[src/rtl/cia_pkg.sv]
package cia_pkg;

   localparam int WIRE_COUNT_DEF = 256;
   localparam int TICK_COUNT_DEF = 1024;
   localparam int ADDR_MAX_BITS  = 27;
   localparam int CMDQ_DEPTH     = 2;
   localparam int FRAC_BITS      = 20;

   localparam logic [4:0] POOL_MAX = 5'd16;
   localparam logic [7:0] GRAY_MAX = 8'd255;

   localparam logic [1:0] MODE_DEPOSIT = 2'd0;
   localparam logic [1:0] MODE_READ    = 2'd1;
   localparam logic [1:0] MODE_CLEAR   = 2'd2;

   localparam logic [1:0] REG_GAIN_RECIP  = 2'd0;
   localparam logic [1:0] REG_POOL_FACTOR = 2'd1;
   localparam logic [1:0] REG_WIRE_START  = 2'd2;
   localparam logic [1:0] REG_TICK_START  = 2'd3;

   localparam logic [23:0] GAIN_RECIP_RST  = 24'd65536;
   localparam logic [4:0]  POOL_FACTOR_RST = 5'd1;
   localparam logic [12:0] WIRE_START_RST  = 13'd0;
   localparam logic [13:0] TICK_START_RST  = 14'd0;

   typedef enum logic [1:0] {
      OP_DEPOSIT = 2'd0,
      OP_READ    = 2'd1,
      OP_CLEAR   = 2'd2,
      OP_OUTSIDE = 2'd3
   } op_type;

   typedef struct packed {
      op_type                    op;
      logic [ADDR_MAX_BITS-1:0]  addr;
      logic [4:0]                count;
      logic signed [15:0]        charge;
   } cmd_type;

   typedef struct packed {
      logic [23:0] gain_recip;
      logic [4:0]  pool_factor;
      logic [12:0] wire_start;
      logic [13:0] tick_start;
   } cfg_type;

endpackage

[src/rtl/cia_cmdq.sv]
module cia_cmdq #(
   parameter int DEPTH = cia_pkg::CMDQ_DEPTH
) (
   input  logic             clock,
   input  logic             reset,
   input  logic             in_valid,
   output logic             in_ready,
   input  cia_pkg::cmd_type in_cmd,
   output logic             out_valid,
   input  logic             out_ready,
   output cia_pkg::cmd_type out_cmd
);

   localparam int PW = (DEPTH > 1) ? $clog2(DEPTH) : 1;

   cia_pkg::cmd_type slot_ff [DEPTH];
   logic [PW-1:0]    wr_ptr_ff, wr_ptr_in, rd_ptr_ff, rd_ptr_in;
   logic [PW:0]      fill_ff, fill_in;
   logic             do_push, do_pop;

   assign in_ready  = fill_ff != (PW + 1)'(DEPTH);
   assign out_valid = fill_ff != '0;
   assign out_cmd   = slot_ff[rd_ptr_ff];
   assign do_push   = in_valid && in_ready;
   assign do_pop    = out_valid && out_ready;

   always_comb begin
      wr_ptr_in = wr_ptr_ff;
      rd_ptr_in = rd_ptr_ff;
      fill_in   = fill_ff;
      if (do_push) begin
         wr_ptr_in = (wr_ptr_ff == PW'(DEPTH - 1)) ? '0 : PW'(wr_ptr_ff + 1'b1);
      end
      if (do_pop) begin
         rd_ptr_in = (rd_ptr_ff == PW'(DEPTH - 1)) ? '0 : PW'(rd_ptr_ff + 1'b1);
      end
      if (do_push && !do_pop) begin
         fill_in = (PW + 1)'(fill_ff + 1'b1);
      end else if (do_pop && !do_push) begin
         fill_in = (PW + 1)'(fill_ff - 1'b1);
      end
   end

   always_ff @(posedge clock) begin
      if (reset) begin
         wr_ptr_ff <= '0;
         rd_ptr_ff <= '0;
         fill_ff   <= '0;
      end else begin
         wr_ptr_ff <= wr_ptr_in;
         rd_ptr_ff <= rd_ptr_in;
         fill_ff   <= fill_in;
      end
      if (do_push) begin
         slot_ff[wr_ptr_ff] <= in_cmd;
      end
   end

endmodule

[config.mk]
export PLATFORM = sky130hd
export DESIGN_NAME = cia_cmdq
export DESIGN_NICKNAME = d
export VERILOG_FILES = /design/src/rtl/cia_pkg.sv /design/src/rtl/cia_cmdq.sv
export SDC_FILE = /design/constraint.sdc
export NUM_CORES = 1
export LEC_CHECK = 0
export BUFFER_PORTS_ARGS = -buffer_cell sky130_fd_sc_hd__buf_2
export CAP_MARGIN = 0
export CORE_MARGIN = 2
export CORE_UTILIZATION = 45
export DETAILED_ROUTE_END_ITERATION = 12
export GPL_ROUTABILITY_DRIVEN = 0
export MAX_ROUTING_LAYER = met4
export PLACE_DENSITY = 0.66
export SYNTH_ARGS = -nofsm -noshare
export SYNTH_HDL_FRONTEND = slang
export SYNTH_SLANG_ARGS = --single-unit
[constraint.sdc]
create_clock -name clock -period 5 [get_ports clock]
set_input_delay 0.75 -clock clock [delete_from_list [all_inputs] [get_ports clock]]
set_output_delay 0.75 -clock clock [all_outputs]
set_load 0.01 [all_outputs]
==> results of run 1 <==
[area by class of cell]
| class | count | area share, % |
|---|---|---|
| clock buffer | 9 | 2.64 |
| clock inverter | 7 | 2.14 |
| inverter | 1 | 0.0801 |
| multi-input combinational | 68 | 14.6 |
| sequential | 105 | 66.2 |
| tap | 105 | 2.80 |
| timing repair buffer | 107 | 11.5 |
[sequential cells by signal, summed over array words and instances, names as in the netlist, named ones only]
name       count
fill_ff        2
rd_ptr_ff      1
slot_ff      100
wr_ptr_ff      1
[worst max-delay path, stage by stage (launching register included)]
cell	delay [ps]
dfxtp_2	590
buf_4	490
mux2_2	400
buf_2	140
[kinds of logic (layout without fill, tap and decap cells)]
family	after synthesis	after routing	share of synthesized area [%]
AO/OA/AOI/OAI	5	5	0.787
XOR/XNOR	3	3	0.688
adder cells (fa/ha/maj)	1	1	0.328
buffers and inverters	7	124	0.852
flip-flops	105	105	81.3
multiplexers	50	50	14.7
AND/OR/NAND/NOR	9	9	1.31
[path summary, 6_finish.rpt]
path                    endpoint  cells past startpoint
setup / recovery     out_cmd[29]                      3
setup reg to reg  slot_ff[1][35]                      3
hold / removal         rd_ptr_ff                      2
hold reg to reg        rd_ptr_ff                      2
[synthesized netlist by cell type (all sizes together)]
cell    instances  area, um^2
mux2           50         563
a21oi           2        10.0
and3            1        6.26
a21bo           1        10.0
and2            1        6.26
xor2            3        26.3
inv             1        3.75
nand3b          1        7.51
dfxtp           5         100
or2             1        6.26
nor2            3        11.3
o21ai           2        10.0
ha              1        12.5
nand2b          1        6.26
clkbuf          1        3.75
or3             1        6.26
buf             5        25.0
edfxtp        100        3000
[cells in the final DEF (no fill, tap or decap), types with 3 or more instances in the layout]
cell type    n
buf_2      105
clkbuf_8     9
dfxtp_1      4
edfxtp_1   100
mux2_1       4
mux2_2      46
nor2_1       3
xor2_1       3
[layer usage]
| metal | global-route usage [%] | routed length, um |
|---|---|---|
| met5 | - | 0 |
| met1 | 19.1 | 2950 |
| met3 | 3.68 | 428 |
| met2 | 23.1 | 3100 |
| met4 | 6.43 | 106 |
[power by group]
| group | internal [W] | switching (W) |
|---|---|---|
| combinational | 0.000261 | 0.000288 |
| clock | 0.000286 | 0.000287 |
| sequential | 0.00110 | 0.0000480 |
[per-stage QoR]
step                instances  hold slack [ps]  setup WS (ps)  area (um^2)
floorplan                 180              471           2600         3820
global placement          386              488           2610         4460
detailed placement        386              501           2600         4460
CTS                       402              528           2210         4690
global route              402              554           2130         4690
finish                    402              523           2260         4690
==> out/results.tsv, run 1 <==
stage	metric	value	unit
critical_path	Reg2Reg Setup Slack	2960	ps
timing	post-layout min period	2740	ps
logic_synthesis	Mapped Area	3820	um^2
global_routing	gr ovfl total	0	
critical_path	crit end category	output port	
routing	Pre-antenna DRT Iters	4	
timing	hold violation count in the final report	0	
final_layout	Multi-input gate area	683	um^2
floorplanning	die area	9240	um^2
timing	Slew Limit Headroom	25.1	%
critical_path	CP max FO	34	
logic_synthesis	syn_area_per_cell	21.2	um^2
final_layout	Util after Layout	57.0	%
critical_path	CP Class	reg -> out	
cts	CTS Buf Count	9	
place	IO Port Bufs	105	
logic_synthesis	#FFs+latches synth	105	
flow_run	MaxCap Viol Count	0	
global_routing	GRT Total Usage	15.0	%
logic_synthesis	Synthesized Nets	235	
logic_synthesis	Ys Warns	0	
cts	# clock sinks	105	
timing	RSZ-0062 raised after global routing	no	
timing	Final Max Tran Viols	0	
timing	crit share post-route	54.7	%
pwr	total power	0.00227	W
routing	Post-DRT Antenna Nets	0	
final_layout	share of layout cells above drive strength 1	58.6	%
cts	PostCTS Resize Cnt	0	
routing	Post-route DRC	0	
cts	H-tree depth	3	
floorplanning	Initial Util	46.5	%
global_routing	first-pass GRT wire length	9.74	mm
floorplanning	# IOs	106	
routing	DR vias/cell	4.81	
critical_path	Worst Path Required	4250	ps
floorplanning	die width	96.1	um
routing	DR vias	1933	
global_routing	vias in the first global route	1979	
cts	hold buffer count at cts	0	
global_routing	largest net degree at the start of global routing	51	
cts	clk slew on worst S/H paths	90	ps
cts	CTS max path bufs	2	
floorplanning	core footprint	8220	um^2
floorplanning	Rows	33	
pwr	Leak	1.75	nW
cts	CTS Root Cell	clkbuf_8	
timing	clock skew	17.2	ps
routing	Routed WL per cell	16.4	um
outcome	status	finished, final reports clean	
logic_synthesis	post-synthesis sequential area ratio	81.3	%
floorplanning	die span in y	96.1	um
final_layout	area delta synth->final	22.8	%
critical_path	FF-to-FF Start	fill_ff[0]	
pwr	maximum VDD drop	275	uV
cts	Skew-Pair Late Insertion Delay	360	ps
final_layout	diodes inserted	0	
place	Post-DP HPWL	4.27	mm
final_layout	Nets	347	
critical_path	crit path launch type	flop	
timing	Max Fclk	365	MHz
timing	Setup violations, final	0	
cts	CTS tree	yes	
timing	Least-Margin Pin Slew	1120	ps
final_layout	Sequential Area	3100	um^2
cts	Post CTS Setup Buffer Count	0	
global_routing	initial antenna violation count	0	
final_layout	FILL cells	673	
routing	DRT iter0 DRCs	103	
routing	DRT Wirelength	6.58	mm
timing	setup TNS	0	ps
critical_path	Arr. time, crit path	1990	ps
logic_synthesis	Distinct cells, synth	19	
pwr	Pwr Density	485	nW/um^2
min_path	Hold Startpoint	rd_ptr_ff	
min_path	HP Class	reg -> reg	
logic_synthesis	synthesized instance count	180	
No activity file was read; power rests on OpenSTA's default activity.
==> run 2, diff against run 1 <==
--- a/config.mk
+++ b/config.mk
@@ -12,7 +12,7 @@
 export DETAILED_ROUTE_END_ITERATION = 12
 export GPL_ROUTABILITY_DRIVEN = 0
 export MAX_ROUTING_LAYER = met4
-export PLACE_DENSITY = 0.66
+export PLACE_DENSITY = 0.69
 export SYNTH_ARGS = -nofsm -noshare
 export SYNTH_HDL_FRONTEND = slang
 export SYNTH_SLANG_ARGS = --single-unit
==> constraint.sdc (replaced) <==
create_clock -name clock -period 2.2 [get_ports clock]
set_input_delay 0.33 -clock clock [delete_from_list [all_inputs] [get_ports clock]]
set_output_delay 0.33 -clock clock [all_outputs]
set_load 0.01 [all_outputs]
==> run 2 against run 1 <==
Sequential cell count stayed put. Combinational power is 140% higher. Register-to-register slack worse by 2400 ps. Sequential share of layout area is 0.21 points lower. First-iteration DRC count is 38% lower. Critical path depth stayed put. Count of clock-buffer cells in the layout is 1 higher. Via count is 0.78% higher. Wire length is 4.9% lower. Largest cell class unchanged. Largest power group unchanged.
==> out/results.tsv, run 2 (same netlist as run 1, synthesis figures left out) <==
stage	metric	value	unit
timing	RSZ-0062 raised after global routing	no	
final_layout	Largest regs	slot_ff (100), fill_ff (2)	
critical_path	worst-case reg-to-reg path depth	5	
critical_path	Reg2Reg Setup Slack	560	ps
min_path	Hold Path Stages	1	
routing	DR vias	1948	
critical_path	CP max FO	34	
final_layout	Nets	351	
final_layout	commonest non-fill, non-tap cell in the layout	buf_2	
critical_path	critical path depth	3	
floorplanning	# IOs	106	
routing	DRT iter0 DRCs	64	
cts	CTS Root Cell	clkbuf_8	
timing	clock skew	10.5	ps
timing	hold violation count in the final report	0	
global_routing	GRT Total Usage	14.2	%
cts	Post CTS Setup Buffer Count	0	
place	Inst Count DP	390	
floorplanning	Initial Util	46.5	%
global_routing	first-pass GRT wire length	9.11	mm
cts	clk slew on worst S/H paths	100	ps
timing	Setup violations, final	0	
critical_path	CP bufs+invs	2	
place	IO Port Bufs	105	
routing	Routed WL per cell	15.4	um
final_layout	Final Cell Area	4700	um^2
timing	Final Max Tran Viols	0	
pwr	maximum VDD drop	521	uV
critical_path	crit end category	output port	
floorplanning	die width	96.1	um
timing	setup TNS	0	ps
timing	Least-Margin Pin Slew	453	ps
cts	H-tree depth	3	
global_routing	initial antenna violation count	0	
flow_run	MaxCap Viol Count	0	
critical_path	Arr. time, crit path	1620	ps
final_layout	final non-filler cell total	405	
floorplanning	Rows	33	
floorplanning	die span in y	96.1	um
cts	# clock sinks	105	
final_layout	most frequent cells in the layout	105 x buf_2, 100 x edfxtp_1, 46 x mux2_2, 9 x clkbuf_8, 6 x buf_4	
critical_path	cell family with most CP delay	buffers and inverters	
place	Post-DP HPWL	4.12	mm
global_routing	largest net degree at the start of global routing	35	
critical_path	FF-to-FF Start	fill_ff[0]	
critical_path	crit path cell chain	buf_4 -> mux2_2 -> buf_2	
pwr	Leak	1.76	nW
cts	CTS tree	yes	
final_layout	Most flops, register	slot_ff	
final_layout	area delta synth->final	23.2	%
timing	post-layout min period	1950	ps
cts	hold buffer count at cts	0	
routing	Pre-antenna DRT Iters	4	
critical_path	R2R Path End	fill_ff[1]	
outcome	status	finished, final reports clean	
cts	CTS Buf Count	9	
routing	DRT Wirelength	6.26	mm
final_layout	max FFs per register	100	
cts	Skew-Pair Late Insertion Delay	350	ps
cts	PostCTS Resize Cnt	0	
floorplanning	die area	9240	um^2
cts	CTS max path bufs	2	
critical_path	Worst Path Required	1870	ps
timing	Hold Slack	159	ps
final_layout	share of layout cells above drive strength 1	58.7	%
routing	Post-route DRC	0	
global_routing	gr ovfl total	0	
pwr	Pwr Density	1080	nW/um^2
floorplanning	core footprint	8220	um^2
critical_path	CP Class	reg -> out	
min_path	hold path endpoint	slot_ff[1][47]	
critical_path	Crit path largest cell delay	400	ps
place	DP Area	4490	um^2
min_path	HP Class	in -> reg	
timing	Slew Limit Headroom	69.8	%
critical_path	Slowest cell on crit path	mux2_2	
final_layout	diodes inserted	0	
timing	Max Fclk	513	MHz
critical_path	crit path launch type	flop	
routing	DR vias/cell	4.81	
routing	Post-DRT Antenna Nets	0	
global_routing	vias in the first global route	1918	
min_path	Hold Startpoint	in_cmd[47]	
timing	crit share post-route	88.6	%
## run 2: cell count changes in the layout (fill, tap and decap cells not counted)
cell,delta
buf_4,+4
clkbuf_1,+1
clkinv_4,+1
clkinvlp_4,-1
inv_6,-1
inv_8,-1
## run 2: worst max path at each step
| stage | start | to | slack (ps) |
|---|---|---|---|
| final | flop | out_cmd[28] | 250 |
| after global routing | flop | out_cmd[25] | 150 |
| after CTS | flop | out_cmd[28] | 200 |
| after detailed placement | fill_ff[0] | fill_ff[1] | 580 |
| after global placement | flop | out_cmd[28] | 600 |
| after floorplan | fill_ff[0] | slot_ff[0][0] | 90 |
## run 2: cell type report
| type | count | area [um^2] |
|---|---|---|
| clock buffers | 10 | 128 |
| clock inverters | 5 | 81.3 |
| fillers | 689 | 3510 |
| inverters | 1 | 3.75 |
| multi-input cells | 68 | 683 |
| flip-flops and latches | 105 | 3100 |
| well taps | 105 | 131 |
| repair buffers | 111 | 571 |
## run 2: where the power goes
group          internal, W  leakage [nW]  total [W]  switching [W]
Sequential         0.00250         0.975    0.00256      0.0000677
Combinational     0.000616         0.686    0.00130       0.000679
Clock             0.000635         0.102    0.00123       0.000594
## run 2: metrics by stage
step | utilization (%) | total power (W) | worst slack (ps)
2_1_floorplan | - | 0.00344 | 89.3
3_3_place_gp | 54.7 | 0.00391 | 603
3_5_place_dp | 54.7 | 0.00393 | 582
4_1_cts | 57.2 | 0.00517 | 205
5_1_grt | 57.2 | 0.00535 | 147
6_report | 57.2 | 0.00509 | 251
## run 2: layer usage
| layer | routed length (um) | up-vias | GRT usage [%] |
|---|---|---|---|
| met2 | 3190 | 71 | 22.9 |
| met1 | 2630 | 935 | 16.9 |
| met5 | 0 | - | - |
| met4 | 95 | 0 | 7.14 |
| li1 | - | 932 | - |
| met3 | 336 | 10 | 2.90 |
==> run 3, diff against run 2 <==
--- a/config.mk
+++ b/config.mk
@@ -7,12 +7,14 @@
 export LEC_CHECK = 0
 export BUFFER_PORTS_ARGS = -buffer_cell sky130_fd_sc_hd__buf_2
 export CAP_MARGIN = 0
+export CELL_PAD_IN_SITES_DETAIL_PLACEMENT = 2
+export CELL_PAD_IN_SITES_GLOBAL_PLACEMENT = 2
 export CORE_MARGIN = 2
-export CORE_UTILIZATION = 45
+export CORE_UTILIZATION = 34
 export DETAILED_ROUTE_END_ITERATION = 12
 export GPL_ROUTABILITY_DRIVEN = 0
 export MAX_ROUTING_LAYER = met4
-export PLACE_DENSITY = 0.69
+export PLACE_DENSITY = 0.71
 export SYNTH_ARGS = -nofsm -noshare
 export SYNTH_HDL_FRONTEND = slang
 export SYNTH_SLANG_ARGS = --single-unit
==> run 3 against run 2 <==
Highest routed layer unchanged. Largest power group unchanged. Power grew 0.22%. Via count rose by 3.9%. Sequential cell count unchanged. Sequential share of layout area decreased by 0.90 points. Maximum frequency about the same. Hold slack gained 3.7 ps. First-iteration DRC count fell by 34%. Die area is 31% higher.
==> out/results.tsv, run 3 (same netlist as run 1, synthesis figures left out) <==
stage	metric	value	unit
floorplanning	die width	110	um
floorplanning	Rows	38	
cts	Skew-Pair Late Insertion Delay	350	ps
final_layout	commonest non-fill, non-tap cell in the layout	buf_2	
final_layout	FILL cells	1034	
global_routing	initial antenna violation count	1	
cts	CTS Root Cell	clkbuf_8	
global_routing	first-pass GRT wire length	11.9	mm
critical_path	crit path launch type	flop	
routing	Pre-antenna DRT Iters	4	
final_layout	area delta synth->final	24.9	%
routing	DRT iter0 DRCs	42	
global_routing	vias in the first global route	2275	
critical_path	Worst Path Required	1870	ps
final_layout	Nets	352	
cts	Post CTS Setup Buffer Count	0	
outcome	status	finished, final reports clean	
final_layout	max FFs per register	100	
routing	Post-DRT Antenna Nets	0	
timing	Setup violations, final	0	
routing	DR vias/cell	4.57	
place	IO Port Bufs	105	
timing	post-layout min period	1950	ps
floorplanning	# IOs	106	
routing	Post-route DRC	0	
final_layout	Final Cell Area	4770	um^2
place	Post-DP HPWL	5.60	mm
cts	# clock sinks	105	
cts	CTS tree	yes	
routing	Routed WL per cell	17.8	um
timing	crit share post-route	88.6	%
timing	Max Fclk	513	MHz
cts	hold buffer count at cts	0	
floorplanning	core footprint	10900	um^2
flow_run	MaxCap Viol Count	0	
timing	hold violation count in the final report	0	
cts	PostCTS Resize Cnt	0	
floorplanning	Initial Util	35.1	%
global_routing	gr ovfl total	0	
timing	setup TNS	0	ps
critical_path	Arr. time, crit path	1620	ps
timing	Least-Margin Pin Slew	441	ps
final_layout	most frequent cells in the layout	105 x buf_2, 100 x edfxtp_1, 46 x mux2_2, 9 x clkbuf_8, 5 x buf_4	
pwr	Leak	1.77	nW
pwr	maximum VDD drop	371	uV
global_routing	GRT Total Usage	14.1	%
place	DP Area	4570	um^2
cts	H-tree depth	3	
routing	DR vias	2024	
cts	clk slew on worst S/H paths	100	ps
timing	clock skew	8.95	ps
floorplanning	die area	12100	um^2
routing	DRT Wirelength	7.87	mm
critical_path	CP max FO	32	
floorplanning	die span in y	110	um
min_path	HP Class	in -> reg	
critical_path	CP Class	reg -> out	
timing	Final Max Tran Viols	0	
final_layout	share of layout cells above drive strength 1	58.6	%
timing	Slew Limit Headroom	70.6	%
final_layout	Largest regs	slot_ff (100), fill_ff (2)	
pwr	Pwr Density	1070	nW/um^2
cts	CTS Buf Count	9	
cts	CTS max path bufs	2	
global_routing	largest net degree at the start of global routing	33	
final_layout	Most flops, register	slot_ff	
critical_path	crit end category	output port	
timing	RSZ-0062 raised after global routing	no	
run 3: power by group:
group          switching (W)  total, W  internal [W]
Clock               0.000623   0.00115      0.000531
Combinational       0.000728   0.00137      0.000643
Sequential         0.0000782   0.00257       0.00250
run 3: worst max-delay path, stage by stage (launching register included):
cell,delay (ps)
dfxtp_2,330
buf_4,380
mux2_2,400
buf_2,140
run 3: cell type report:
class / instances / area [um^2] / area share, %
clock inverter: 6 / 67.6 / 1.42
timing repair buffer: 112 / 603 / 12.7
inverter: 1 / 3.75 / 0.0787
clock buffer: 10 / 128 / 2.68
antenna: 1 / 2.50 / 0.0525
sequential: 105 / 3100 / 65.1
tap: 140 / 175 / 3.67
multi-input combinational: 68 / 683 / 14.3
run 3: per-layer routing:
| layer | wire length (um) | GRT usage (%) | vias to the layer above | part of all wire (%) |
|---|---|---|---|---|
| li1 | - | - | 934 | - |
| met1 | 3140 | 15.3 | 1018 | 40 |
| met2 | 4220 | 25.2 | 64 | 54 |
| met3 | 433 | 3.08 | 8 | 5.5 |
| met4 | 76 | 4.88 | 0 | 0.97 |
| met5 | 0 | - | - | 0 |
run 3: stage by stage:
stage,setup WS [ps],hold slack [ps],cells,utilization (%),total power [W]
floorplan,89.3,399,180,-,0.00344
global placement,583,495,426,42.0,0.00398
detailed placement,526,513,426,42.0,0.00404
CTS,194,144,442,43.8,0.00521
global route,157,143,443,43.8,0.00538
finish,251,163,443,43.8,0.00510
run 3: path summary, 6_finish.rpt:
check,start,to,slack (ps),cells after the start
setup / recovery,flop,out_cmd[20],250,3
hold / removal,in_cmd[5],slot_ff[1][5],160,1
setup reg to reg,fill_ff[0],fill_ff[1],520,5
hold reg to reg,rd_ptr_ff,rd_ptr_ff,530,2
