### src/rtl/cia_pkg.sv
package cia_pkg;

   localparam int WIRE_COUNT_DEF = 256;
   localparam int TICK_COUNT_DEF = 1024;
   localparam int ADDR_MAX_BITS  = 27;
   localparam int CMDQ_DEPTH     = 2;
   localparam int FRAC_BITS      = 20;

   localparam logic [4:0] POOL_MAX = 5'd16;
   localparam logic [7:0] GRAY_MAX = 8'd255;

   localparam logic [1:0] MODE_DEPOSIT = 2'd0;
   localparam logic [1:0] MODE_READ    = 2'd1;
   localparam logic [1:0] MODE_CLEAR   = 2'd2;

   localparam logic [1:0] REG_GAIN_RECIP  = 2'd0;
   localparam logic [1:0] REG_POOL_FACTOR = 2'd1;
   localparam logic [1:0] REG_WIRE_START  = 2'd2;
   localparam logic [1:0] REG_TICK_START  = 2'd3;

   localparam logic [23:0] GAIN_RECIP_RST  = 24'd65536;
   localparam logic [4:0]  POOL_FACTOR_RST = 5'd1;
   localparam logic [12:0] WIRE_START_RST  = 13'd0;
   localparam logic [13:0] TICK_START_RST  = 14'd0;

   typedef enum logic [1:0] {
      OP_DEPOSIT = 2'd0,
      OP_READ    = 2'd1,
      OP_CLEAR   = 2'd2,
      OP_OUTSIDE = 2'd3
   } op_type;

   typedef struct packed {
      op_type                    op;
      logic [ADDR_MAX_BITS-1:0]  addr;
      logic [4:0]                count;
      logic signed [15:0]        charge;
   } cmd_type;

   typedef struct packed {
      logic [23:0] gain_recip;
      logic [4:0]  pool_factor;
      logic [12:0] wire_start;
      logic [13:0] tick_start;
   } cfg_type;

endpackage

### src/rtl/cia_front.sv
module cia_front #(
   parameter int WIRE_COUNT = cia_pkg::WIRE_COUNT_DEF,
   parameter int TICK_COUNT = cia_pkg::TICK_COUNT_DEF
) (
   input  logic             clock,
   input  logic             reset,
   input  cia_pkg::cfg_type cfg,
   input  logic             clearing,
   input  logic             push,
   output logic             full,
   input  logic [1:0]       req_mode,
   input  logic [12:0]      req_wire_req,
   input  logic [13:0]      req_tick,
   input  logic [15:0]      req_charge,
   output logic             cmd_valid,
   input  logic             cmd_ready,
   output cia_pkg::cmd_type cmd
);

   localparam logic [14:0] POOL_LIMIT [17] = '{
      15'(TICK_COUNT),      15'(TICK_COUNT),      15'(TICK_COUNT / 2),
      15'(TICK_COUNT / 3),  15'(TICK_COUNT / 4),  15'(TICK_COUNT / 5),
      15'(TICK_COUNT / 6),  15'(TICK_COUNT / 7),  15'(TICK_COUNT / 8),
      15'(TICK_COUNT / 9),  15'(TICK_COUNT / 10), 15'(TICK_COUNT / 11),
      15'(TICK_COUNT / 12), 15'(TICK_COUNT / 13), 15'(TICK_COUNT / 14),
      15'(TICK_COUNT / 15), 15'(TICK_COUNT / 16)
   };

   logic             stage_valid_ff, stage_valid_in;
   cia_pkg::cmd_type stage_cmd_ff, stage_cmd_in;
   logic             advance, accept;
   logic [4:0]       pf_eff;
   logic [13:0]      wrel, trel;
   logic             dep_out, rd_out;
   logic [12:0]      row;
   logic [14:0]      col, rem;
   logic [18:0]      first;
   logic [4:0]       count;
   logic [27:0]      addr;

   assign advance = stage_valid_ff && cmd_ready;
   assign full    = clearing || (stage_valid_ff && !cmd_ready);
   assign accept  = push && !full;

   always_comb begin
      if (cfg.pool_factor == 5'd0) begin
         pf_eff = 5'd1;
      end else if (cfg.pool_factor > cia_pkg::POOL_MAX) begin
         pf_eff = cia_pkg::POOL_MAX;
      end else begin
         pf_eff = cfg.pool_factor;
      end
   end

   always_comb begin
      wrel    = {1'b0, req_wire_req} - {1'b0, cfg.wire_start};
      trel    = req_tick - cfg.tick_start;
      dep_out = (req_wire_req < cfg.wire_start) || (req_tick < cfg.tick_start)
                || (wrel >= 14'(WIRE_COUNT)) || ({1'b0, trel} >= 15'(TICK_COUNT));
      first   = 19'(req_tick) * 19'(pf_eff);
      if (req_wire_req >= 13'(WIRE_COUNT - 1) + 13'(WIRE_COUNT == 8192 ? 0 : 1)
          && !(WIRE_COUNT == 8192)) begin
         rd_out = 1'b1;
      end else if (pf_eff == 5'd1) begin
         rd_out = {1'b0, req_tick} >= 15'(TICK_COUNT);
      end else begin
         rd_out = {1'b0, req_tick} > POOL_LIMIT[pf_eff];
      end
      rem   = 15'(TICK_COUNT) - first[14:0];
      count = (15'(pf_eff) < rem) ? pf_eff : rem[4:0];
      if (req_mode == cia_pkg::MODE_DEPOSIT) begin
         row = wrel[12:0];
         col = {1'b0, trel};
      end else begin
         row = req_wire_req;
         col = first[14:0];
      end
      addr = 28'(row) * 28'(TICK_COUNT) + 28'(col);
   end

   always_comb begin
      stage_valid_in      = stage_valid_ff && !advance;
      stage_cmd_in        = stage_cmd_ff;
      if (accept) begin
         stage_cmd_in.addr   = addr[cia_pkg::ADDR_MAX_BITS-1:0];
         stage_cmd_in.count  = count;
         stage_cmd_in.charge = $signed(req_charge);
         case (req_mode)
            cia_pkg::MODE_DEPOSIT: begin
               stage_valid_in  = 1'b1;
               stage_cmd_in.op = dep_out ? cia_pkg::OP_OUTSIDE : cia_pkg::OP_DEPOSIT;
            end
            cia_pkg::MODE_READ: begin
               stage_valid_in  = 1'b1;
               stage_cmd_in.op = rd_out ? cia_pkg::OP_OUTSIDE : cia_pkg::OP_READ;
            end
            cia_pkg::MODE_CLEAR: begin
               stage_valid_in  = 1'b1;
               stage_cmd_in.op = cia_pkg::OP_CLEAR;
            end
            default: begin
               stage_valid_in = stage_valid_ff && !advance;
            end
         endcase
      end
   end

   always_ff @(posedge clock) begin
      if (reset) begin
         stage_valid_ff <= 1'b0;
      end else begin
         stage_valid_ff <= stage_valid_in;
      end
      stage_cmd_ff <= stage_cmd_in;
   end

   assign cmd_valid = stage_valid_ff;
   assign cmd       = stage_cmd_ff;

endmodule

### config.mk
export PLATFORM = sky130hd
export DESIGN_NAME = cia_front
export DESIGN_NICKNAME = d
export VERILOG_FILES = /design/src/rtl/cia_pkg.sv /design/src/rtl/cia_front.sv
export SDC_FILE = /design/constraint.sdc
export NUM_CORES = 1
export LEC_CHECK = 0
export ABC_AREA = 0
export BUFFER_PORTS_ARGS = -buffer_cell sky130_fd_sc_hd__buf_2
export CAP_MARGIN = 20
export CORE_AREA = 2 2 116 118
export CTS_BUF_LIST = sky130_fd_sc_hd__clkbuf_4 sky130_fd_sc_hd__clkbuf_8
export DETAILED_ROUTE_END_ITERATION = 10
export DIE_AREA = 0 0 118 120
export MAX_ROUTING_LAYER = met4
export PLACE_DENSITY = 0.85
export SLEW_MARGIN = 30
export SYNTH_ARGS = -nofsm -noshare
export SYNTH_HDL_FRONTEND = slang
export SYNTH_SLANG_ARGS = --single-unit
### constraint.sdc
create_clock -name clock -period 13.7 [get_ports clock]
set_clock_uncertainty 0.2 [all_clocks]
set_input_delay 1.37 -clock clock [delete_from_list [all_inputs] [get_ports clock]]
set_output_delay 1.37 -clock clock [all_outputs]
set_load 0.01 [all_outputs]
==> metrics.txt, run 1 <==
# TYPE chip_impl_metric gauge
chip_impl_info{name="clock_tree.root_cell",value="clkbuf_8"} 1
chip_impl_metric{name="p_leak",unit="µW"} 0.003438
chip_impl_metric{name="cts-hold-fix-buffers",unit=""} 0
chip_impl_metric{name="cts_sinks",unit=""} 48
chip_impl_metric{name="residual_drc",unit=""} 0
chip_impl_metric{name="insertion_delay",unit="ps"} 310
chip_impl_metric{name="dieArea",unit="µm²"} 14160
chip_impl_metric{name="synth_seq_cells",unit=""} 48
chip_impl_metric{name="synthAdderAreaFrac",unit="%"} 25.68
chip_impl_metric{name="post_route_cells_drive_above_1_share",unit="%"} 19.45
chip_impl_metric{name="num_io_pins",unit=""} 158
chip_impl_metric{name="netlist-cell-type-count",unit=""} 75
chip_impl_metric{name="dpl.hpwl",unit="mm"} 11.99
chip_impl_metric{name="finalMaxSlewViolations",unit=""} 0
chip_impl_metric{name="globalplace.congestion",unit=""} 0.9300
chip_impl_metric{name="internal_power",unit="µW"} 375.3
chip_impl_metric{name="combinationalPowerShare",unit="%"} 53.6
chip_impl_metric{name="switching_share",unit="%"} 39.87
chip_impl_info{name="worst_setup_path_startpoint",value="cfg[29]"} 1
chip_impl_metric{name="fin_tns_setup",unit="ps"} 0
chip_impl_metric{name="rows",unit=""} 42
chip_impl_metric{name="stdcell_area",unit="µm²"} 7288
chip_impl_metric{name="routedWlPerCell",unit="µm"} 14.68
chip_impl_metric{name="final-setup-viol-count",unit=""} 0
chip_impl_info{name="cts_tree",value="yes"} 1
chip_impl_metric{name="power.share.clock",unit="%"} 16.8
chip_impl_metric{name="gr-total-overflow",unit=""} 0
chip_impl_metric{name="placedCellCount",unit=""} 1001
chip_impl_info{name="postSynth.topFlopCell",value="edfxtp_1"} 1
chip_impl_metric{name="route.antenna.remaining_nets",unit=""} 0
chip_impl_metric{name="worst_path_maximum_fanout",unit=""} 17
chip_impl_metric{name="total_power",unit="µW"} 624.2
chip_impl_metric{name="cap_violations",unit=""} 0
chip_impl_metric{name="postSynth.asyncResetShare",unit="%"} 0
chip_impl_metric{name="grt_first_pass_wirelength",unit="mm"} 24.68
chip_impl_metric{name="synth_compound_gate_area_share",unit="%"} 16.95
chip_impl_metric{name="area_delta_synth_final",unit="%"} 14.17
chip_impl_metric{name="synth_mux_area_share",unit="%"} 3.548
chip_impl_metric{name="placement_setup_slack",unit="ps"} 5574
chip_impl_metric{name="core_area",unit="µm²"} 12980
chip_impl_metric{name="hold_viol_final",unit=""} 0
chip_impl_metric{name="vdd_ir_drop_max",unit="µV"} 38.36
chip_impl_metric{name="multi_input_logic_area",unit="µm²"} 4469
chip_impl_metric{name="grt_antenna_before_repair",unit=""} 0
chip_impl_info{name="holdCritPathClass",value="flip-flop to flip-flop"} 1
chip_impl_metric{name="max_freq",unit="MHz"} 127.9
chip_impl_metric{name="globalRouteTotalUtil",unit="%"} 21.69
chip_impl_metric{name="synthesis.instances",unit=""} 713
chip_impl_metric{name="number_of_filler_instances_in_the_final_layout",unit=""} 1151
chip_impl_metric{name="worst-r2r-cell-count",unit=""} 4
chip_impl_metric{name="final_worst_path_cycle_share",unit="%"} 57.08
chip_impl_metric{name="synthesis.area_per_instance",unit="µm²"} 8.953
chip_impl_metric{name="post_cts.repair.setup_buffers",unit=""} 0
chip_impl_metric{name="power_per_cell_area",unit="nW/µm²"} 85.64
chip_impl_metric{name="register_area",unit="µm²"} 1431
chip_impl_metric{name="fin_nets",unit=""} 1048
chip_impl_metric{name="path_clk_slew",unit="ps"} 100
chip_impl_metric{name="chipHeight",unit="µm"} 120
chip_impl_metric{name="detail_route.first_pass.iterations",unit=""} 5
chip_impl_metric{name="finalWorstPathRequiredPeriod",unit="ps"} 7820
chip_impl_metric{name="finalWorstSetupSlack",unit="ps"} 5880
chip_impl_info{name="grt_busiest_layer",value="met2"} 1
chip_impl_metric{name="worst_ep_arrival_time",unit="ps"} 7690
chip_impl_metric{name="synth_area",unit="µm²"} 6384
chip_impl_metric{name="met3_usage",unit="%"} 2.044
chip_impl_metric{name="total_switching_power",unit="µW"} 248.9
chip_impl_info{name="critPathLaunchType",value="primary input"} 1
chip_impl_metric{name="globalRouteMet2Util",unit="%"} 37.83
chip_impl_info{name="critical_path.endpoint",value="cmd[39]"} 1
chip_impl_info{name="worst_r2r_startpoint",value="cmd_valid"} 1
chip_impl_metric{name="pin_count_of_the_biggest_net_entering_global_routing",unit=""} 47
chip_impl_metric{name="cts_buffers",unit=""} 5
chip_impl_metric{name="cts_max_level",unit=""} 2
chip_impl_metric{name="synth-simple-area-share",unit="%"} 16.80
chip_impl_metric{name="max_slew.worst_pin.slew",unit="ps"} 955.8
chip_impl_metric{name="r2r_setup_slack",unit="ps"} 11750
chip_impl_metric{name="first_global_vias",unit=""} 5326
chip_impl_metric{name="die-width",unit="µm"} 118
chip_impl_metric{name="number_of_flops_mapped_to_enable_cells_by_yosys",unit=""} 47
chip_impl_metric{name="synth-warning-count",unit=""} 0
chip_impl_info{name="criticalPathCategory",value="primary input to flip-flop"} 1
chip_impl_info{name="synth_top_family_by_area",value="adder cells"} 1
chip_impl_info{name="run_status",value="finished, final reports clean"} 1
chip_impl_metric{name="clock_tree.buffer_depth",unit=""} 2
chip_impl_metric{name="dr.first_iter.drc_count",unit=""} 311
chip_impl_metric{name="synth_seq_area_share",unit="%"} 22.42
chip_impl_info{name="rsz0062_at_grt",value="false"} 1
chip_impl_metric{name="placed_cell_area",unit="µm²"} 7177
chip_impl_metric{name="placement.io_buffers",unit=""} 130
chip_impl_metric{name="finalNonFillerCells",unit=""} 1009
chip_impl_metric{name="initial_utilization",unit="%"} 49.18
chip_impl_info{name="worst_r2r_endpoint",value="cmd[48]"} 1
chip_impl_metric{name="num_vias",unit=""} 5447
chip_impl_metric{name="share_seq_of_total_power",unit="%"} 29.6
chip_impl_metric{name="gr-usage-met1",unit="%"} 26.76
chip_impl_metric{name="cp.required",unit="ps"} 13570
chip_impl_metric{name="resized_after_cts",unit=""} 0
chip_impl_metric{name="synth_xor_xnor_area_share",unit="%"} 6.762
chip_impl_metric{name="n_antenna_cell",unit=""} 0
chip_impl_metric{name="vias_per_cell",unit=""} 5.398
chip_impl_metric{name="slew_headroom",unit="%"} 36.15
chip_impl_info{name="timing.critical_path.to_type",value="flip-flop"} 1
chip_impl_metric{name="drt-total-wl",unit="mm"} 14.82
registers in the layout, indices dropped and copies added (netlist names):
signal     cells
cmd_valid      1
cmd           47
metrics by stage:
step                      hold slack [ps]  utilization, %
after floorplan                     488.6               -
after global placement              437.0           55.25
after detailed placement            441.9           55.29
after CTS                           466.8           56.15
after global routing                504.9           56.15
final                               458.3           56.15
critical path: stages:
cell	delay [ps]
buf_2	260
nor2b_1	810
and2_1	250
fa_1	450
fa_1	550
inv_1	60
fa_1	530
inv_1	40
ha_1	370
a21o_1	180
a21oi_1	230
a31oi_1	110
or2_2	290
xor2_1	340
o21a_1	200
ha_1	170
inv_1	60
fa_1	400
inv_1	70
a21oi_1	70
o21bai_1	200
a21o_1	240
inv_1	60
a211oi_1	270
xnor2_1	110
power by group through the flow:
stage,Combinational [µW],Sequential [µW],Clock [µW]
after CTS,334,185,107
final,335,184,105
after global routing,376,186,112
after detailed placement,331,188,0
after floorplan,242,196,0
after global placement,320,188,0
worst min-delay path by stage:
stage	startpoint	endpoint	slack [ps]	cells past startpoint
2_1_floorplan	cmd_valid	cmd_valid	490	2
3_3_place_gp	cmd_valid	cmd_valid	440	2
3_5_place_dp	cmd_valid	cmd_valid	440	2
4_1_cts	cmd_valid	cmd_valid	470	2
5_1_grt	cmd_valid	cmd_valid	500	2
6_report	cmd_valid	cmd_valid	460	2
cell type report:
type                            instances  share of cell area [%]
Multi-Input combinational cell        541                   61.32
Sequential cell                        48                   19.64
Timing Repair Buffer                  132                   9.133
Inverter                              104                   5.356
Tap cell                              176                   3.021
Clock buffer                            5                  0.9442
Clock inverter                          3                  0.5837
metal layers:
layer / share of wire (%) / wire [µm]
met2: 49 / 7288
met5: 0 / 0
met1: 44 / 6579
met3: 4.4 / 656
met4: 2.0 / 292
Yosys cell counts, drive strengths merged, types with 19 or more instances:
master / instances / area (µm²)
inv: 104 / 390.4
ha: 75 / 938.4
nand2: 52 / 195.2
edfxtp: 47 / 1411
a21oi: 37 / 188.9
and2: 37 / 231.5
fa: 35 / 700.7
nor2: 33 / 123.9
o21ai: 33 / 165.2
xnor2: 25 / 219.0
xor2: 20 / 190.2
nor2b: 19 / 128.9
placed cells by master, fill, tap and decap left out, types with 18 or more instances in the layout:
cell | synthesis | layout
buf_2 | 1 | 130
ha_1 | 75 | 75
edfxtp_1 | 47 | 47
xnor2_1 | 25 | 25
nand2_1 | 52 | 52
a21oi_1 | 36 | 36
and2_1 | 37 | 36
nor2_1 | 33 | 33
xor2_1 | 18 | 18
fa_1 | 35 | 35
o21ai_0 | 31 | 30
inv_1 | 104 | 104
cells by family after synthesis:
logic type,Yosys count
AO/OA/AOI/OAI,158
adder cells (fa/ha/maj),110
AND/OR/NAND/NOR,202
other,1
XOR/XNOR,46
buffers and inverters,126
flip-flops,48
multiplexers,22
Note: power is estimated with default switching activity, not from simulation.
==> run 2, diff against run 1 <==
--- a/config.mk
+++ b/config.mk
@@ -5,15 +5,15 @@
 export SDC_FILE = /design/constraint.sdc
 export NUM_CORES = 1
 export LEC_CHECK = 0
-export ABC_AREA = 0
+export ABC_AREA = 1
 export BUFFER_PORTS_ARGS = -buffer_cell sky130_fd_sc_hd__buf_2
 export CAP_MARGIN = 20
-export CORE_AREA = 2 2 116 118
+export CORE_AREA = 2 2 120 122
 export CTS_BUF_LIST = sky130_fd_sc_hd__clkbuf_4 sky130_fd_sc_hd__clkbuf_8
 export DETAILED_ROUTE_END_ITERATION = 10
-export DIE_AREA = 0 0 118 120
+export DIE_AREA = 0 0 122 124
 export MAX_ROUTING_LAYER = met4
-export PLACE_DENSITY = 0.85
+export PLACE_DENSITY = 0.84
 export SLEW_MARGIN = 30
 export SYNTH_ARGS = -nofsm -noshare
 export SYNTH_HDL_FRONTEND = slang
==> constraint.sdc (replaced) <==
create_clock -name clock -period 8 [get_ports clock]
set_clock_uncertainty 0.2 [all_clocks]
set_input_delay 0.8 -clock clock [delete_from_list [all_inputs] [get_ports clock]]
set_output_delay 0.8 -clock clock [all_outputs]
set_load 0.01 [all_outputs]
==> run 2 against run 1 <==
Effect of this change: sequential share of layout area is 1.2 points lower; total power is 87% higher; sequential power up 71%; critical path depth is 8 higher; critical endpoint is now cmd[43]; utilization is 0.29 points higher; clock-buffer cell count stayed put; sequential cell count unchanged; via count grew 23%; combinational power grew 100%; setup slack lost 5000 ps; worst hold slack got worse by 76 ps; wire length rose by 22%.
==> metrics.txt, run 2 <==
# TYPE chip_impl_metric gauge
chip_impl_metric{name="p_leak",unit="µW"} 0.004217
chip_impl_metric{name="synth-warning-count",unit=""} 0
chip_impl_metric{name="max_slew.worst_pin.slew",unit="ps"} 638.9
chip_impl_metric{name="insertion_delay",unit="ps"} 300
chip_impl_info{name="criticalPathCategory",value="primary input to flip-flop"} 1
chip_impl_metric{name="r2r_setup_slack",unit="ps"} 6330
chip_impl_metric{name="share_seq_of_total_power",unit="%"} 26.9
chip_impl_metric{name="clock_tree.buffer_depth",unit=""} 2
chip_impl_metric{name="cts-hold-fix-buffers",unit=""} 0
chip_impl_metric{name="first_global_vias",unit=""} 6223
chip_impl_metric{name="globalRouteTotalUtil",unit="%"} 24.52
chip_impl_metric{name="area_delta_synth_final",unit="%"} 14.25
chip_impl_metric{name="fin_nets",unit=""} 1313
chip_impl_metric{name="pin_count_of_the_biggest_net_entering_global_routing",unit=""} 46
chip_impl_metric{name="largest_register_ffs",unit=""} 47
chip_impl_metric{name="cp.required",unit="ps"} 7880
chip_impl_metric{name="combinationalPowerShare",unit="%"} 57.9
chip_impl_metric{name="rows",unit=""} 43
chip_impl_metric{name="vdd_ir_drop_max",unit="µV"} 76.11
chip_impl_metric{name="resized_after_cts",unit=""} 0
chip_impl_metric{name="residual_drc",unit=""} 0
chip_impl_metric{name="final_worst_path_cycle_share",unit="%"} 89.35
chip_impl_metric{name="post_cts.repair.setup_buffers",unit=""} 0
chip_impl_metric{name="chipHeight",unit="µm"} 124
chip_impl_metric{name="detail_route.first_pass.iterations",unit=""} 5
chip_impl_metric{name="power.share.clock",unit="%"} 15.1
chip_impl_metric{name="internal_power",unit="µW"} 641.9
chip_impl_metric{name="power_per_cell_area",unit="nW/µm²"} 151.1
chip_impl_metric{name="synthesis.instances",unit=""} 967
chip_impl_info{name="min_delay_worst_endpoint",value="cmd_valid"} 1
chip_impl_metric{name="critPathBufInv",unit=""} 7
chip_impl_metric{name="synth_seq_cells",unit=""} 48
chip_impl_metric{name="min_path_cells",unit=""} 4
chip_impl_metric{name="globalplace.congestion",unit=""} 0.9928
chip_impl_metric{name="n_antenna_cell",unit=""} 0
chip_impl_metric{name="max_freq",unit="MHz"} 139.9
chip_impl_info{name="run_status",value="finished, final reports clean"} 1
chip_impl_info{name="critPathSlowestCell",value="fa_1"} 1
chip_impl_metric{name="worst_path_maximum_fanout",unit=""} 9
chip_impl_info{name="synth_most_common_cell",value="nand2_1"} 1
chip_impl_metric{name="synth_seq_area_share",unit="%"} 21.12
chip_impl_info{name="critPathTopFamily",value="adder cells"} 1
chip_impl_info{name="final_common_cell",value="nand2_1"} 1
chip_impl_metric{name="routedWlPerCell",unit="µm"} 14.12
chip_impl_metric{name="fin_tns_setup",unit="ps"} 0
chip_impl_info{name="yosys.area.top_type",value="edfxtp_1"} 1
chip_impl_metric{name="finalWorstPathRequiredPeriod",unit="ps"} 7148
chip_impl_metric{name="grt_first_pass_wirelength",unit="mm"} 28.78
chip_impl_info{name="worst_hold_startpoint",value="cmd_valid"} 1
chip_impl_metric{name="hold_viol_final",unit=""} 0
chip_impl_info{name="worst_r2r_endpoint",value="cmd[17]"} 1
chip_impl_metric{name="cts_buffers",unit=""} 5
chip_impl_metric{name="yosys.area.top_type_share",unit="%"} 20.82
chip_impl_info{name="cts_tree",value="yes"} 1
chip_impl_metric{name="grt_antenna_before_repair",unit=""} 0
chip_impl_info{name="rsz0062_at_grt",value="false"} 1
chip_impl_metric{name="route.antenna.remaining_nets",unit=""} 0
chip_impl_metric{name="worst_ep_arrival_time",unit="ps"} 7030
chip_impl_metric{name="cts_max_level",unit=""} 2
chip_impl_metric{name="netlist-cell-type-count",unit=""} 47
chip_impl_metric{name="core_area",unit="µm²"} 13720
chip_impl_metric{name="synthesis.area_per_instance",unit="µm²"} 7.009
chip_impl_metric{name="post_route_cells_drive_above_1_share",unit="%"} 16.21
chip_impl_info{name="synthTopCellsByArea",value="edfxtp_1 21%, ha_1 14%, nand2_1 12%, inv_1 11%, fa_1 10%"} 1
chip_impl_metric{name="stdcell_area",unit="µm²"} 7744
chip_impl_metric{name="vias_per_cell",unit=""} 5.234
chip_impl_metric{name="die-width",unit="µm"} 122
chip_impl_metric{name="postSynth.asyncResetShare",unit="%"} 0
chip_impl_info{name="holdCritPathClass",value="flip-flop to flip-flop"} 1
chip_impl_info{name="postSynth.topFlopCell",value="edfxtp_1"} 1
chip_impl_metric{name="finalMaxSlewViolations",unit=""} 0
chip_impl_metric{name="final-setup-viol-count",unit=""} 0
chip_impl_metric{name="total_switching_power",unit="µW"} 528.1
chip_impl_info{name="clock_tree.root_cell",value="clkbuf_8"} 1
chip_impl_metric{name="switching_share",unit="%"} 45.14
chip_impl_metric{name="placed_cell_area",unit="µm²"} 7632
chip_impl_metric{name="initial_utilization",unit="%"} 49.40
chip_impl_metric{name="num_vias",unit=""} 6689
chip_impl_metric{name="number_of_flops_mapped_to_enable_cells_by_yosys",unit=""} 47
chip_impl_metric{name="dieArea",unit="µm²"} 15130
chip_impl_metric{name="path_clk_slew",unit="ps"} 90
chip_impl_info{name="worst_r2r_startpoint",value="cmd_valid"} 1
chip_impl_metric{name="worst-r2r-cell-count",unit=""} 6
chip_impl_info{name="critPathLaunchType",value="primary input"} 1
chip_impl_metric{name="cts_sinks",unit=""} 48
chip_impl_info{name="highest_count_cells_in_the_layout_ignoring_fill_and_taps",value="217 x nand2_1, 206 x inv_1, 130 x buf_2"} 1
chip_impl_metric{name="gr-total-overflow",unit=""} 0
chip_impl_metric{name="cap_violations",unit=""} 0
chip_impl_metric{name="synth_area",unit="µm²"} 6778
chip_impl_metric{name="num_io_pins",unit=""} 158
chip_impl_metric{name="dr.first_iter.drc_count",unit=""} 667
chip_impl_metric{name="crit_path_max_incr_delay",unit="ps"} 550
chip_impl_metric{name="slew_headroom",unit="%"} 57.30
chip_impl_info{name="timing.critical_path.to_type",value="flip-flop"} 1
chip_impl_info{name="synth_common_cells",value="217 x nand2_1, 207 x inv_1, 98 x nor2_1"} 1
chip_impl_metric{name="drt-total-wl",unit="mm"} 18.05
chip_impl_metric{name="placement.io_buffers",unit=""} 130
chip_impl_metric{name="dpl.hpwl",unit="mm"} 15.07
-- run 2: changes by cell type after synthesis, moves of 20 or more --
cell     before  now
nor2_1       33   98
nand3_1       6   59
and2_1       37    1
o21ai_0      31   51
nand2_1      52  217
inv_1       104  207
-- run 2: cells by family (layout without fill, tap and decap cells) --
kind of cell | after synthesis | after routing | share of synthesized area [%]
buffers and inverters | 226 | 355 | 12.77
and+or+nand+nor | 434 | 434 | 28.23
adders and majority gates | 110 | 110 | 24.18
DFF | 48 | 48 | 21.12
xor gates and xnor gates | 26 | 26 | 3.581
other | 1 | 3 | 0.05533
AOI/OAI and AO/OA | 122 | 122 | 10.06
-- run 2: how the worst max path moves through the flow --
stage | slack (ps) | cells after the start | endpoint | start
4_1_cts | 960 | 33 | cmd[43] | cfg[30]
5_1_grt | 350 | 33 | cmd[43] | cfg[30]
3_3_place_gp | 840 | 33 | cmd[43] | cfg[30]
3_5_place_dp | 670 | 33 | cmd[43] | cfg[30]
2_1_floorplan | 1420 | 33 | cmd[43] | cfg[29]
6_report | 850 | 33 | cmd[43] | cfg[30]
-- run 2: area by class of cell --
| type | count | area, µm² |
|---|---|---|
| Fill cell | 1268 | 5976 |
| Timing Repair Buffer | 136 | 695.7 |
| Multi-Input combinational cell | 695 | 4488 |
| Sequential cell | 48 | 1431 |
| Inverter | 211 | 792.0 |
| Clock buffer | 5 | 68.82 |
| Tap cell | 180 | 225.2 |
| Clock inverter | 3 | 42.54 |
-- run 2: worst reg2reg max path: stages, from the launching register on --
cell,delay [ps]
dfxtp_1,320
inv_1,50
nor2_1,40
inv_1,60
nand3_1,100
clkinv_1,60
buf_4,450
-- run 2: through the flow --
step	power [µW]	setup slack (ps)	cells	util, %	hold slack, ps
floorplan	812.8	1419	969	-	381.2
global placement	966.4	841.3	1270	55.63	345.4
detailed placement	988.2	668.7	1270	55.63	374.2
CTS	1167	960.1	1278	56.44	387.0
global route	1274	351.3	1278	56.44	430.1
finish	1170	852.3	1278	56.44	382.1
-- run 2: metal layers --
metal | vias to the layer above | track usage [%] | wire length [µm]
li1 | 3321 | - | -
met1 | 3042 | 31.74 | 7912
met2 | 300 | 41.38 | 8392
met3 | 26 | 2.610 | 1413
met4 | 0 | 6.178 | 333
met5 | - | - | 0
-- run 2: power by group through the flow --
stage | registers, µW | logic [µW] | clock network, µW
after floorplan | 333 | 480 | 0
after global placement | 320 | 646 | 0
after detailed placement | 321 | 667 | 0
after CTS | 315 | 672 | 179
after global routing | 317 | 769 | 188
final | 315 | 678 | 177
